File: config.mk
export PLATFORM = sky130hd
export DESIGN_NAME = calendar_to_epoch_seconds_core
export DESIGN_NICKNAME = d
export VERILOG_FILES = /design/src/rtl/c2e_pkg.sv /design/src/rtl/c2e_day_count.sv /design/src/rtl/calendar_to_epoch_seconds_core.sv
export SDC_FILE = /design/constraint.sdc
export NUM_CORES = 1
export LEC_CHECK = 0
export BUFFER_PORTS_ARGS = -buffer_cell sky130_fd_sc_hd__buf_4
export CAP_MARGIN = 20
export CORE_MARGIN = 2
export CORE_UTILIZATION = 44
export CTS_CLUSTER_DIAMETER = 60
export DETAILED_ROUTE_END_ITERATION = 8
export PLACE_DENSITY = 0.58
export SKIP_LAST_GASP = 1
export SLEW_MARGIN = 40
export SYNTH_ARGS = -nofsm -noshare
export SYNTH_HDL_FRONTEND = slang
export SYNTH_SLANG_ARGS = --single-unit
File: constraint.sdc
create_clock -name clk -period 10.1 [get_ports clk]
set_input_delay 0.505 -clock clk [delete_from_list [all_inputs] [get_ports clk]]
set_output_delay 0.505 -clock clk [all_outputs]
set_load 0.01 [all_outputs]
File: src/rtl/c2e_pkg.sv
// Package with the shared constants and the month table for the calendar-to-epoch converter.
`timescale 1ns / 1ps

package c2e_pkg;

  // Field widths of the request and result.
  localparam int YEAR_W   = 10;
  localparam int MONTH_W  = 8;
  localparam int MDAY_W   = 5;
  localparam int HOUR_W   = 5;
  localparam int MIN_W    = 6;
  localparam int SEC_W    = 6;
  localparam int EPOCH_W  = 36;

  // Internal widths.
  localparam int FULLYR_W = 12;  // calendar year, 1889..2933
  localparam int DAYS_W   = 21;  // signed day count since the epoch
  localparam int TOD_W    = 17;  // seconds within the (unchecked) day

  // Time constants.
  localparam int SEC_PER_DAY  = 86400;
  localparam int SEC_PER_HOUR = 3600;
  localparam int SEC_PER_MIN  = 60;
  localparam int DAYS_PER_YR  = 365;
  localparam int EPOCH_YEAR   = 1970;

  // Leap years counted through 1969: 1969/4 - 1969/100 + 1969/400.
  localparam int LEAPS_1969   = 477;

  // Days in the year before the first of each month, non-leap year.
  function automatic logic [8:0] days_before_month(input logic [3:0] mon);
    logic [8:0] d;
    unique case (mon)
      4'd0:    d = 9'd0;
      4'd1:    d = 9'd31;
      4'd2:    d = 9'd59;
      4'd3:    d = 9'd90;
      4'd4:    d = 9'd120;
      4'd5:    d = 9'd151;
      4'd6:    d = 9'd181;
      4'd7:    d = 9'd212;
      4'd8:    d = 9'd243;
      4'd9:    d = 9'd273;
      4'd10:   d = 9'd304;
      4'd11:   d = 9'd334;
      default: d = 9'd0;
    endcase
    return d;
  endfunction

endpackage

File: src/rtl/c2e_day_count.sv
// Three-stage pipeline that turns a calendar date into a signed day count and a time-of-day sum.
`timescale 1ns / 1ps

module c2e_day_count (
  input  logic                                clk,
  input  logic                                rst_n,
  input  logic                                en,
  input  logic                                in_valid,
  input  logic [c2e_pkg::YEAR_W-1:0]          years_since_1900,
  input  logic signed [c2e_pkg::MONTH_W-1:0]  month_index,
  input  logic [c2e_pkg::MDAY_W-1:0]          day_of_month,
  input  logic [c2e_pkg::HOUR_W-1:0]          hour_of_day,
  input  logic [c2e_pkg::MIN_W-1:0]           minute_of_hour,
  input  logic [c2e_pkg::SEC_W-1:0]           second_of_minute,
  output logic                                out_valid,
  output logic signed [c2e_pkg::DAYS_W-1:0]   days,
  output logic [c2e_pkg::TOD_W-1:0]           tod
);

  localparam int YW = c2e_pkg::FULLYR_W;
  localparam int DW = c2e_pkg::DAYS_W;
  localparam int TW = c2e_pkg::TOD_W;

  // ---------------- Stage 1: fold the month into 0..11 ----------------
  // u = month + 132 lies in 4..259; u = 12*k + r and the year carry is k - 11.
  // The quotient by 12 comes from a multiply by 171 / 2048.
  logic [8:0]    mon_u;
  logic [16:0]   mon_prod;
  logic [5:0]    mon_k;
  logic [8:0]    mon_rem;

  logic          s1_valid_r;
  logic [YW-1:0] s1_year_r,  s1_year_nxt;
  logic [3:0]    s1_mon_r,   s1_mon_nxt;
  logic [c2e_pkg::MDAY_W-1:0] s1_mday_r;
  logic [c2e_pkg::HOUR_W-1:0] s1_hour_r;
  logic [c2e_pkg::MIN_W-1:0]  s1_min_r;
  logic [c2e_pkg::SEC_W-1:0]  s1_sec_r;

  always_comb begin
    mon_u       = 9'({1'b0, ~month_index[7], month_index[6:0]}) + 9'd4;
    mon_prod    = 17'(mon_u) * 17'd171;
    mon_k       = mon_prod[16:11];
    mon_rem     = mon_u - 9'(mon_k) * 9'd12;
    s1_mon_nxt  = mon_rem[3:0];
    // year = years_since_1900 + 1900 + k - 11
    s1_year_nxt = YW'(years_since_1900) + YW'(1889) + YW'(mon_k);
  end

  always_ff @(posedge clk) begin
    if (!rst_n) begin
      s1_valid_r <= 1'b0;
    end else if (en) begin
      s1_valid_r <= in_valid;
    end
  end

  always_ff @(posedge clk) begin
    if (en) begin
      s1_year_r <= s1_year_nxt;
      s1_mon_r  <= s1_mon_nxt;
      s1_mday_r <= day_of_month;
      s1_hour_r <= hour_of_day;
      s1_min_r  <= minute_of_hour;
      s1_sec_r  <= second_of_minute;
    end
  end

  // ---------------- Stage 2: century quotients and linear terms ----------------
  // Division by 100 uses a multiply by 5243 / 2^19, exact for these years.
  logic [YW-1:0]        y1;
  logic [24:0]          c0_prod, c1_prod;
  logic signed [12:0]   yoff;

  logic                 s2_valid_r;
  logic [YW-1:0]        s2_year_r;
  logic [YW-3:0]        s2_q4_r,    s2_q4_nxt;
  logic [4:0]           s2_c0_r,    s2_c0_nxt;
  logic [4:0]           s2_c1_r,    s2_c1_nxt;
  logic signed [DW-1:0] s2_ydays_r, s2_ydays_nxt;
  logic signed [10:0]   s2_base_r,  s2_base_nxt;
  logic                 s2_late_r,  s2_late_nxt;
  logic [TW-1:0]        s2_tod_r,   s2_tod_nxt;

  always_comb begin
    y1           = s1_year_r - YW'(1);
    c0_prod      = 25'(s1_year_r) * 25'd5243;
    c1_prod      = 25'(y1) * 25'd5243;
    s2_c0_nxt    = c0_prod[23:19];
    s2_c1_nxt    = c1_prod[23:19];
    s2_q4_nxt    = y1[YW-1:2];
    yoff         = $signed({1'b0, s1_year_r}) - 13'sd1970;
    s2_ydays_nxt = DW'(yoff) * $signed(DW'(c2e_pkg::DAYS_PER_YR));
    s2_base_nxt  = $signed({2'b00, c2e_pkg::days_before_month(s1_mon_r)})
                 + $signed({6'd0, s1_mday_r}) - 11'sd1;
    // Months after February take the leap day.
    s2_late_nxt  = (s1_mon_r > 4'd1);
    s2_tod_nxt   = TW'(s1_hour_r) * TW'(c2e_pkg::SEC_PER_HOUR)
                 + TW'(s1_min_r) * TW'(c2e_pkg::SEC_PER_MIN)
                 + TW'(s1_sec_r);
  end

  always_ff @(posedge clk) begin
    if (!rst_n) begin
      s2_valid_r <= 1'b0;
    end else if (en) begin
      s2_valid_r <= s1_valid_r;
    end
  end

  always_ff @(posedge clk) begin
    if (en) begin
      s2_year_r  <= s1_year_r;
      s2_q4_r    <= s2_q4_nxt;
      s2_c0_r    <= s2_c0_nxt;
      s2_c1_r    <= s2_c1_nxt;
      s2_ydays_r <= s2_ydays_nxt;
      s2_base_r  <= s2_base_nxt;
      s2_late_r  <= s2_late_nxt;
      s2_tod_r   <= s2_tod_nxt;
    end
  end

  // ---------------- Stage 3: leap corrections and the day sum ----------------
  logic signed [12:0]   leaps;
  logic                 cent_year;
  logic                 is_leap;
  logic                 leap_day;

  logic                 s3_valid_r;
  logic signed [DW-1:0] s3_days_r, s3_days_nxt;
  logic [TW-1:0]        s3_tod_r;

  always_comb begin
    // Leap years from 1970 through the year before this one.
    leaps       = $signed({3'b000, s2_q4_r}) - $signed({8'd0, s2_c1_r})
                + $signed({10'd0, s2_c1_r[4:2]}) - 13'sd477;
    cent_year   = (s2_year_r == YW'(s2_c0_r) * YW'(100));
    is_leap     = (s2_year_r[1:0] == 2'b00) && (!cent_year || (s2_c0_r[1:0] == 2'b00));
    leap_day    = s2_late_r && is_leap;
    s3_days_nxt = s2_ydays_r + DW'(leaps) + DW'(s2_base_r)
                + $signed({{(DW-1){1'b0}}, leap_day});
  end

  always_ff @(posedge clk) begin
    if (!rst_n) begin
      s3_valid_r <= 1'b0;
    end else if (en) begin
      s3_valid_r <= s2_valid_r;
    end
  end

  always_ff @(posedge clk) begin
    if (en) begin
      s3_days_r <= s3_days_nxt;
      s3_tod_r  <= s2_tod_r;
    end
  end

  assign out_valid = s3_valid_r;
  assign days      = s3_days_r;
  assign tod       = s3_tod_r;

endmodule

File: src/rtl/calendar_to_epoch_seconds_core.sv
// Top level of the UTC calendar-to-epoch-seconds converter.
`timescale 1ns / 1ps
// Usage:
//   Each request carries years since 1900, a signed month index (folded into
//   0..11 with the carry going into the year), day of month, hour, minute and
//   second. The result is the signed count of seconds since 1970-01-01 UTC.
//   Both channels use valid and stall: a request moves on an edge where valid
//   is high and stall is low.
// Throughput:
//   One request is taken every cycle while no stall holds the pipeline. Each
//   request passes in order through five register stages (month fold, century
//   quotients, day sum, multiply by 86400, final add), each of which holds one
//   request, and its result shows on out_valid from the last. Requests are
//   independent, so only a stall limits the rate.
// Stall:
//   While the output holds a result and out_stall is high, the whole pipeline
//   freezes and in_stall goes high; nothing is dropped or repeated.
// Reset:
//   rst_n is synchronous, active low, and clears all stage valid bits. The
//   block has no state beyond the pipeline and no configuration.

module calendar_to_epoch_seconds_core (
  input  logic                                clk,
  input  logic                                rst_n,
  input  logic                                in_valid,
  output logic                                in_stall,
  input  logic [c2e_pkg::YEAR_W-1:0]          in_years_since_1900,
  input  logic signed [c2e_pkg::MONTH_W-1:0]  in_month_index,
  input  logic [c2e_pkg::MDAY_W-1:0]          in_day_of_month,
  input  logic [c2e_pkg::HOUR_W-1:0]          in_hour_of_day,
  input  logic [c2e_pkg::MIN_W-1:0]           in_minute_of_hour,
  input  logic [c2e_pkg::SEC_W-1:0]           in_second_of_minute,
  output logic                                out_valid,
  input  logic                                out_stall,
  output logic signed [c2e_pkg::EPOCH_W-1:0]  out_epoch_seconds
);

  localparam int DW = c2e_pkg::DAYS_W;
  localparam int TW = c2e_pkg::TOD_W;
  localparam int EW = c2e_pkg::EPOCH_W;
  localparam int PW = DW + 18;

  // The pipeline advances unless a finished result is held up.
  logic en;
  assign en       = !(out_valid && out_stall);
  assign in_stall = !en;

  // Day count and time of day for each request.
  logic                 dc_valid;
  logic signed [DW-1:0] dc_days;
  logic [TW-1:0]        dc_tod;

  c2e_day_count u_day_count (
    .clk              (clk),
    .rst_n            (rst_n),
    .en               (en),
    .in_valid         (in_valid),
    .years_since_1900 (in_years_since_1900),
    .month_index      (in_month_index),
    .day_of_month     (in_day_of_month),
    .hour_of_day      (in_hour_of_day),
    .minute_of_hour   (in_minute_of_hour),
    .second_of_minute (in_second_of_minute),
    .out_valid        (dc_valid),
    .days             (dc_days),
    .tod              (dc_tod)
  );

  // Stage 4: scale the day count to seconds.
  logic signed [PW-1:0] day_prod;
  logic                 s4_valid_r;
  logic signed [EW-1:0] s4_sec_r;
  logic [TW-1:0]        s4_tod_r;

  assign day_prod = dc_days * $signed(18'(c2e_pkg::SEC_PER_DAY));

  always_ff @(posedge clk) begin
    if (!rst_n) begin
      s4_valid_r <= 1'b0;
    end else if (en) begin
      s4_valid_r <= dc_valid;
    end
  end

  always_ff @(posedge clk) begin
    if (en) begin
      s4_sec_r <= day_prod[EW-1:0];
      s4_tod_r <= dc_tod;
    end
  end

  // Stage 5: add the time of day into the output register.
  logic                 out_valid_r;
  logic signed [EW-1:0] out_sec_r, out_sec_nxt;

  assign out_sec_nxt = s4_sec_r + $signed({{(EW-TW){1'b0}}, s4_tod_r});

  always_ff @(posedge clk) begin
    if (!rst_n) begin
      out_valid_r <= 1'b0;
    end else if (en) begin
      out_valid_r <= s4_valid_r;
    end
  end

  always_ff @(posedge clk) begin
    if (en) begin
      out_sec_r <= out_sec_nxt;
    end
  end

  assign out_valid         = out_valid_r;
  assign out_epoch_seconds = out_sec_r;

endmodule
==> results_dict.tcl, run 1 <==
set metrics [dict create \
    cp_slowest_cell "sky130_fd_sc_hd__edfxtp_1" \
    rsz0062_at_grt "no" \
    die_w_um 249.7 \
    final_nets 3387 \
    gp_congestion 0.8945 \
    cts_htree_levels 2 \
    async_reset_ff_share_pct 0 \
    hold_sp "in_day_of_month[3]" \
    die-area_um2 62340 \
    placed_area_um2 28200 \
    hold_path.class "input port to register" \
    cts_root_buffer "sky130_fd_sc_hd__clkbuf_16" \
    path_class "register to register" \
    grt_pass1_wl_um 84690 \
    chipHeight_um 249.7 \
    cts_setup_buffers 0 \
    grt_overall_usage_pct 16.59 \
    yosys_warnings 0 \
    maxSlewViolCount 0 \
    reg_clk_slew_reported_paths_ps 60 \
    first_global_vias 17570 \
    synth_top_flop_cell "sky130_fd_sc_hd__edfxtp_1" \
    reg2reg_depth 29 \
    number_of_top_level_pins 82 \
    critPathMaxFanout 16 \
    routed_wire_length_per_instance_um 14.57 \
    numCtsBuffers 36 \
    synthesis.area_per_instance_um2 10.74 \
    post-route-drc-count 0 \
    setup_total_negative_slack_ps 0 \
    startpoint_kind_of_the_worst_setup_timing_path "register" \
    cp_data_required_time_ps 10400 \
    netlist_top_cells_area "sky130_fd_sc_hd__edfxtp_1 (27%), sky130_fd_sc_hd__ha_1 (24%), sky130_fd_sc_hd__fa_1 (18%), sky130_fd_sc_hd__inv_1 (8.7%), sky130_fd_sc_hd__xnor2_1 (5.1%)" \
    finalWorstPathRequiredPeriod_ps 8085 \
    number_of_flops_mapped_to_enable_cells_by_yosys 239 \
    drt_pre_antenna_iters 5 \
    route.detailed.vias_per_inst 4.868 \
    post_synthesis_net_count 3268 \
    post-synth-top-area-fraction_pct 27.03 \
    slowest_delay_ps 840 \
    floorplan.initialDensity_pct 44.24 \
    io_buffer_count 81 \
    synth_most_common_cell "sky130_fd_sc_hd__inv_1" \
    crit_path_end_kind "register" \
    hpwlAfterDp_um 41420 \
    timing.critical_path.arrival_ps 8380 \
    synth.lib_cells_used.distinct 68 \
    postCtsHoldBufs 0 \
    worst_pin_slew_ps 795.4 \
    number_of_antenna_violations_at_the_first_check_in_global_routing 0 \
    synthToLayoutAreaGrowth_pct 10.66 \
    placeableCoreArea_um2 60020 \
    fin_skew_ps 24.47 \
    antenna_violating_nets_post_route 0 \
    synth_area_um2 26560 \
    clock_insertion_delay_at_the_later_pin_of_the_skew_report_ps 560 \
    stdcell_area_um2 29390 \
    seq_area_frac_synth_pct 28.08 \
    pin_count_of_the_biggest_net_entering_global_routing 86 \
    r2r_end "u_day_count.s2_c1_r[4]" \
    cts.repair.resized 0 \
    final-setup-viol-count 0 \
    max-clock-path-buffers 3 \
    globalRouteOverflowTotal 0 \
    reg2reg_from "u_day_count.s1_year_r[0]" \
    cap_viol_max_count 0 \
    holdPathEnd "u_day_count.s1_mday_r[3]" \
    tritoncts_clock_tree "yes" \
    diodes_inserted 0 \
    post_route_cells_drive_above_1_share_pct 6.338 \
    timing.final.crit_share_pct 80.05 \
    critPathMostFrequentCell "sky130_fd_sc_hd__inv_1" \
    iteration_0_drc_markers 489 \
    whs_path_depth 1 \
    synth_top_cells_by_count "sky130_fd_sc_hd__inv_1 (618), sky130_fd_sc_hd__ha_1 (508), sky130_fd_sc_hd__fa_1 (243)" \
    cts_sinks 253 \
    worst_slew_margin_rel_pct 46.59 \
    status "complete, no violations" \
    max_clock_freq_mhz 123.7 \
    netlist_instances 2473 \
    vias 16560 \
    timing.reg2reg.setup_slack_ps 2010 \
    report.final.hold_viol_count 0 \
    synth_seq_cells 253 \
    hold_slack_ps 128.1 \
    row_count 90 \
    wirelength_um 49560 \
    netlist.top_cell.by_area "sky130_fd_sc_hd__edfxtp_1" \
]
==> per-layer routing <==
metal / track usage (%) / wire, µm / part of all wire (%) / vias up
li1: - / - / - / 8393
met1: 20.39 / 21830 / 44 / 7920
met2: 30.08 / 25060 / 51 / 168
met3: 2.315 / 1351 / 2.7 / 75
met4: 5.009 / 1316 / 2.7 / 0
met5: 0 / 0 / 0 / -
==> registers in the layout, indices dropped and copies added (netlist names), 6 cells and up, named ones only <==
name	flops
u_day_count.tod	17
u_day_count.s1_sec_r	6
u_day_count.s2_year_r	11
out_epoch_seconds	36
u_day_count.s2_ydays_r	21
u_day_count.s2_tod_r	17
u_day_count.days	21
u_day_count.s2_base_r	11
u_day_count.s1_min_r	6
u_day_count.s1_year_r	12
s4_tod_r	17
s4_sec_r	29
u_day_count.s2_q4_r	10
==> metrics by stage <==
step	cells	utilization (%)	setup WS, ps
5_1_grt	3401	48.96	1453
3_5_place_dp	3336	46.98	2006
2_1_floorplan	2473	-	913.5
4_1_cts	3401	48.95	1977
6_report	3401	48.96	2015
3_3_place_gp	3336	46.93	2303
==> worst max path at each step <==
stage,start,endpoint,cells past startpoint,slack [ps]
6_report,u_day_count.s1_year_r[0],u_day_count.s2_c1_r[4],29,2010
3_3_place_gp,u_day_count.s1_year_r[0],u_day_count.s2_c1_r[4],29,2300
5_1_grt,u_day_count.s1_year_r[0],u_day_count.s2_c1_r[4],29,1450
2_1_floorplan,out_stall,register,5,910
4_1_cts,u_day_count.s1_year_r[0],u_day_count.s2_c1_r[4],29,1980
3_5_place_dp,u_day_count.s1_year_r[0],u_day_count.s2_c1_r[4],29,2010
==> logic make-up (layout without fill, tap and decap cells) <==
family,after synthesis,count (layout),synth area share (%)
adder cells (fa/ha/maj),751,751,42.25
buffers and inverters,625,771,8.848
AND/OR/NAND/NOR,316,316,5.871
AO/OA/AOI/OAI,308,308,7.534
flip-flops,253,253,28.08
XOR/XNOR,214,214,7.138
multiplexers,6,6,0.2733
==> critical path: cells and delay by family, from the launching register on <==
kind / cells / cell delay [ps]
AO/OA/AOI/OAI: 5 / 1580
adder cells (fa/ha/maj): 8 / 3040
buffers and inverters: 7 / 760
AND/OR/NAND/NOR: 6 / 740
XOR/XNOR: 3 / 850
flip-flops: 1 / 840
==> placed cells by master (no fill, tap or decap), drive strengths merged, types with 4 or more instances in the layout <==
master / n
a2111oi: 6
a211oi: 17
a21boi: 8
a21o: 37
a21oi: 96
a31oi: 10
and2: 5
and3: 11
buf: 87
clkbuf: 42
clkinv: 13
dfxtp: 14
edfxtp: 239
fa: 243
ha: 508
inv: 627
mux2i: 6
nand2: 77
nand2b: 16
nand3: 32
nand3b: 5
nand4: 6
nor2: 77
nor2b: 21
nor3: 31
nor4: 6
o2111ai: 4
o211ai: 5
o21a: 17
o21ai: 58
o21bai: 19
o22ai: 4
o31ai: 5
or3: 10
or4: 4
xnor2: 156
xor2: 57
==> cell type report <==
cell class                 instances  area [µm²]
fill                            5534       30630
multi-input combinational       1595       16790
sequential                       253        7457
inverter                         619        2323
clock buffer                      42       987.2
tap                              782       978.4
timing repair buffer              87       660.6
clock inverter                    23       192.7
Power of run 1 is left out: the tool's default activity adds up to more than one toggle a clock period on the data nets, which glitch-free logic cannot reach.
==> run 2, diff against run 1 <==
--- a/config.mk
+++ b/config.mk
@@ -5,13 +5,14 @@
 export SDC_FILE = /design/constraint.sdc
 export NUM_CORES = 1
 export LEC_CHECK = 0
+export ABC_AREA = 1
 export BUFFER_PORTS_ARGS = -buffer_cell sky130_fd_sc_hd__buf_4
 export CAP_MARGIN = 20
 export CORE_MARGIN = 2
 export CORE_UTILIZATION = 44
 export CTS_CLUSTER_DIAMETER = 60
 export DETAILED_ROUTE_END_ITERATION = 8
-export PLACE_DENSITY = 0.58
+export PLACE_DENSITY = 0.6
 export SKIP_LAST_GASP = 1
 export SLEW_MARGIN = 40
 export SYNTH_ARGS = -nofsm -noshare
==> constraint.sdc (replaced) <==
create_clock -name clk -period 6.58 [get_ports clk]
set_input_delay 0.329 -clock clk [delete_from_list [all_inputs] [get_ports clk]]
set_output_delay 0.329 -clock clk [all_outputs]
set_load 0.01 [all_outputs]
==> run 2 against run 1 <==
  * Sequential share of layout area decreased by 1.6 points
  * Maximum frequency increased by 32%
  * Cell area increased by 6.8%
  * Via count increased by 16%
  * Wire length increased by 15%
  * Clock-buffer cell count decreased by 1
  * Sequential cell count unchanged
  * Non-clock buffer count increased by 44
  * Critical path type unchanged
  * Highest routed layer unchanged
==> results_dict.tcl, run 2 <==
set metrics [dict create \
    largest_register_ffs 36 \
    hold_path.class "input port to register" \
    io_buffer_count 81 \
    clock_insertion_delay_at_the_later_pin_of_the_skew_report_ps 560 \
    first_global_vias 20290 \
    reg2reg_depth 30 \
    synth_top_flop_cell "sky130_fd_sc_hd__edfxtp_1" \
    maxSlewViolCount 0 \
    rsz0062_at_grt "no" \
    seq_area_frac_synth_pct 26.70 \
    whs_path_depth 1 \
    post_synthesis_net_count 3715 \
    final_nets 3884 \
    worst_slew_margin_rel_pct 54.82 \
    route.detailed.vias_per_inst 4.831 \
    cp_slowest_cell "sky130_fd_sc_hd__fa_1" \
    timing.critical_path.arrival_ps 6450 \
    number_of_top_level_pins 82 \
    max-clock-path-buffers 3 \
    numCtsBuffers 38 \
    diodes_inserted 0 \
    grt_overall_usage_pct 17.79 \
    placeableCoreArea_um2 62970 \
    netlist_top_cells_area "sky130_fd_sc_hd__edfxtp_1 (26%), sky130_fd_sc_hd__ha_1 (23%), sky130_fd_sc_hd__fa_1 (17%), sky130_fd_sc_hd__inv_1 (9.7%), sky130_fd_sc_hd__nand2_1 (4.8%)" \
    finalWorstPathRequiredPeriod_ps 6138 \
    post-synth-top-area-fraction_pct 25.70 \
    post-route-drc-count 0 \
    slowest_delay_ps 540 \
    timing.final.crit_share_pct 93.29 \
    reg2reg_from "u_day_count.s1_year_r[1]" \
    max_clock_freq_mhz 162.9 \
    grt_pass1_wl_um 96540 \
    most_frequent_standard_cell_in_the_layout_excluding_fill_and_tap_cells "sky130_fd_sc_hd__inv_1" \
    drt_pre_antenna_iters 5 \
    critPathMaxFanout 7 \
    hpwlAfterDp_um 48320 \
    synthToLayoutAreaGrowth_pct 12.36 \
    pin_count_of_the_biggest_net_entering_global_routing 73 \
    netlist_instances 2920 \
    synthSimpleGateAreaFrac_pct 10.53 \
    vias 19150 \
    cp_data_required_time_ps 6890 \
    mostFrequentLayoutCells "sky130_fd_sc_hd__inv_1 (719), sky130_fd_sc_hd__ha_1 (508), sky130_fd_sc_hd__nand2_1 (355)" \
    post_route_cells_drive_above_1_share_pct 7.411 \
    timing.reg2reg.setup_slack_ps 440 \
    gp_congestion 0.8549 \
    cts_htree_levels 2 \
    synth_seq_cells 253 \
    routed_wire_length_per_instance_um 14.40 \
    wirelength_um 57060 \
    synth.area.mux_share_pct 0 \
    synth_compound_area_share_pct 6.429 \
    cts_root_buffer "sky130_fd_sc_hd__clkbuf_16" \
    status "complete, no violations" \
    reg_clk_slew_reported_paths_ps 60 \
    path_class "register to register" \
    r2r_end "u_day_count.s2_c1_r[4]" \
    critPathMostFrequentCell "sky130_fd_sc_hd__inv_1" \
    cap_viol_max_count 0 \
    synth_fa_ha_area_share_pct 40.18 \
    globalRouteOverflowTotal 0 \
    netlist.top_cell.by_area "sky130_fd_sc_hd__edfxtp_1" \
    yosys_warnings 0 \
    final_cells 3963 \
    report.final.hold_viol_count 0 \
    row_count 92 \
    synth_area_um2 27930 \
    hold_sp "in_month_index[1]" \
    tritoncts_clock_tree "yes" \
    fin_skew_ps 22.39 \
    async_reset_ff_share_pct 0 \
    worst_pin_slew_ps 677.7 \
    synth.lib_cells_used.distinct 61 \
    number_of_flops_mapped_to_enable_cells_by_yosys 239 \
    synth_top_cells_by_count "sky130_fd_sc_hd__inv_1 (719), sky130_fd_sc_hd__ha_1 (508), sky130_fd_sc_hd__nand2_1 (356)" \
    startpoint_kind_of_the_worst_setup_timing_path "register" \
    synth_top_family_by_area "adder cells" \
    setup_total_negative_slack_ps 0 \
    chipHeight_um 255.9 \
    iteration_0_drc_markers 776 \
    floorplan.initialDensity_pct 44.35 \
    synthesis.area_per_instance_um2 9.564 \
    antenna_violating_nets_post_route 0 \
    place_inst 3866 \
    die_w_um 255.9 \
    number_of_antenna_violations_at_the_first_check_in_global_routing 0 \
    cts_sinks 253 \
    synth_most_common_cell "sky130_fd_sc_hd__inv_1" \
    synth-xor-area-share_pct 6.371 \
    crit_path_end_kind "register" \
    holdPathEnd "u_day_count.s1_mon_r[1]" \
    final-setup-viol-count 0 \
    die-area_um2 65510 \
]
## run 2: cell types whose count changed after synthesis, moves of 24 or more
cell	before	now
sky130_fd_sc_hd__nand2_1	77	356
sky130_fd_sc_hd__nor2_1	77	137
sky130_fd_sc_hd__a21o_1	37	13
sky130_fd_sc_hd__o21ai_0	52	90
sky130_fd_sc_hd__xor2_1	56	133
sky130_fd_sc_hd__nand3_1	31	95
sky130_fd_sc_hd__a21oi_1	96	146
sky130_fd_sc_hd__xnor2_1	156	59
sky130_fd_sc_hd__inv_1	618	719
## run 2: logic make-up after synthesis
logic type,after synthesis
AND/OR/NAND/NOR,679
XOR/XNOR,198
AO/OA/AOI/OAI,312
buffers and inverters,727
adder cells (fa/ha/maj),751
flip-flops,253
## run 2: routing by layer
| layer | track usage, % | part of all wire (%) | vias to the layer above |
|---|---|---|---|
| met5 | 0 | 0 | - |
| met4 | 4.467 | 2.0 | 0 |
| met3 | 2.248 | 2.8 | 78 |
| met2 | 33.38 | 52 | 227 |
| met1 | 21.42 | 43 | 9114 |
| li1 | - | - | 9726 |
## run 2: timing repair
action                                 CTS  global route
gates resized for setup                  0             3
buffers inserted                         0             5
setup endpoints to repair                0             2
hold buffers                            24             0
endpoints found under the hold margin   24             0
## run 2: through the flow
stage / worst slack (ps) / cell area, µm² / hold slack (ps) / util [%]
finish: 441.8 / 31380 / 41.15 / 49.84
detailed placement: 331.9 / 29750 / 404.5 / 47.24
global placement: 400.9 / 29750 / 401.3 / 47.24
global route: 69.02 / 31380 / 17.39 / 49.84
floorplan: 452.4 / 27930 / 400.3 / -
CTS: 357.8 / 31310 / 2.808 / 49.72
## run 2: critical path: cells and delay by family (launching register included)
family          cells  cell delay [ps]
compound gates      1              190
xor+xnor            2              330
fa+ha+maj           8             3040
buf+inv             8              640
flops               1              380
simple gates       11             1310
## run 2: how the worst max path moves through the flow
stage,start,to,depth (start not counted)
after CTS,u_day_count.s1_year_r[1],u_day_count.s2_c1_r[4],30
after global placement,u_day_count.s1_year_r[3],u_day_count.s2_ydays_r[20],22
after detailed placement,u_day_count.s1_year_r[1],u_day_count.s2_c1_r[4],30
final,u_day_count.s1_year_r[1],u_day_count.s2_c1_r[4],30
after global routing,u_day_count.s1_year_r[1],u_day_count.s2_c1_r[4],30
after floorplan,u_day_count.s1_year_r[0],u_day_count.s2_c1_r[4],31
## run 2: final cells by class
| type | instances | area (µm²) |
|---|---|---|
| Multi-Input combinational cell | 1940 | 17770 |
| Fill cell | 5868 | 31590 |
| Clock buffer | 41 | 983.4 |
| Tap cell | 846 | 1059 |
| Inverter | 725 | 2721 |
| Sequential cell | 253 | 7457 |
| Timing Repair Buffer | 131 | 1051 |
| Clock inverter | 27 | 334.1 |
Power of run 2 is left out for the same reason.
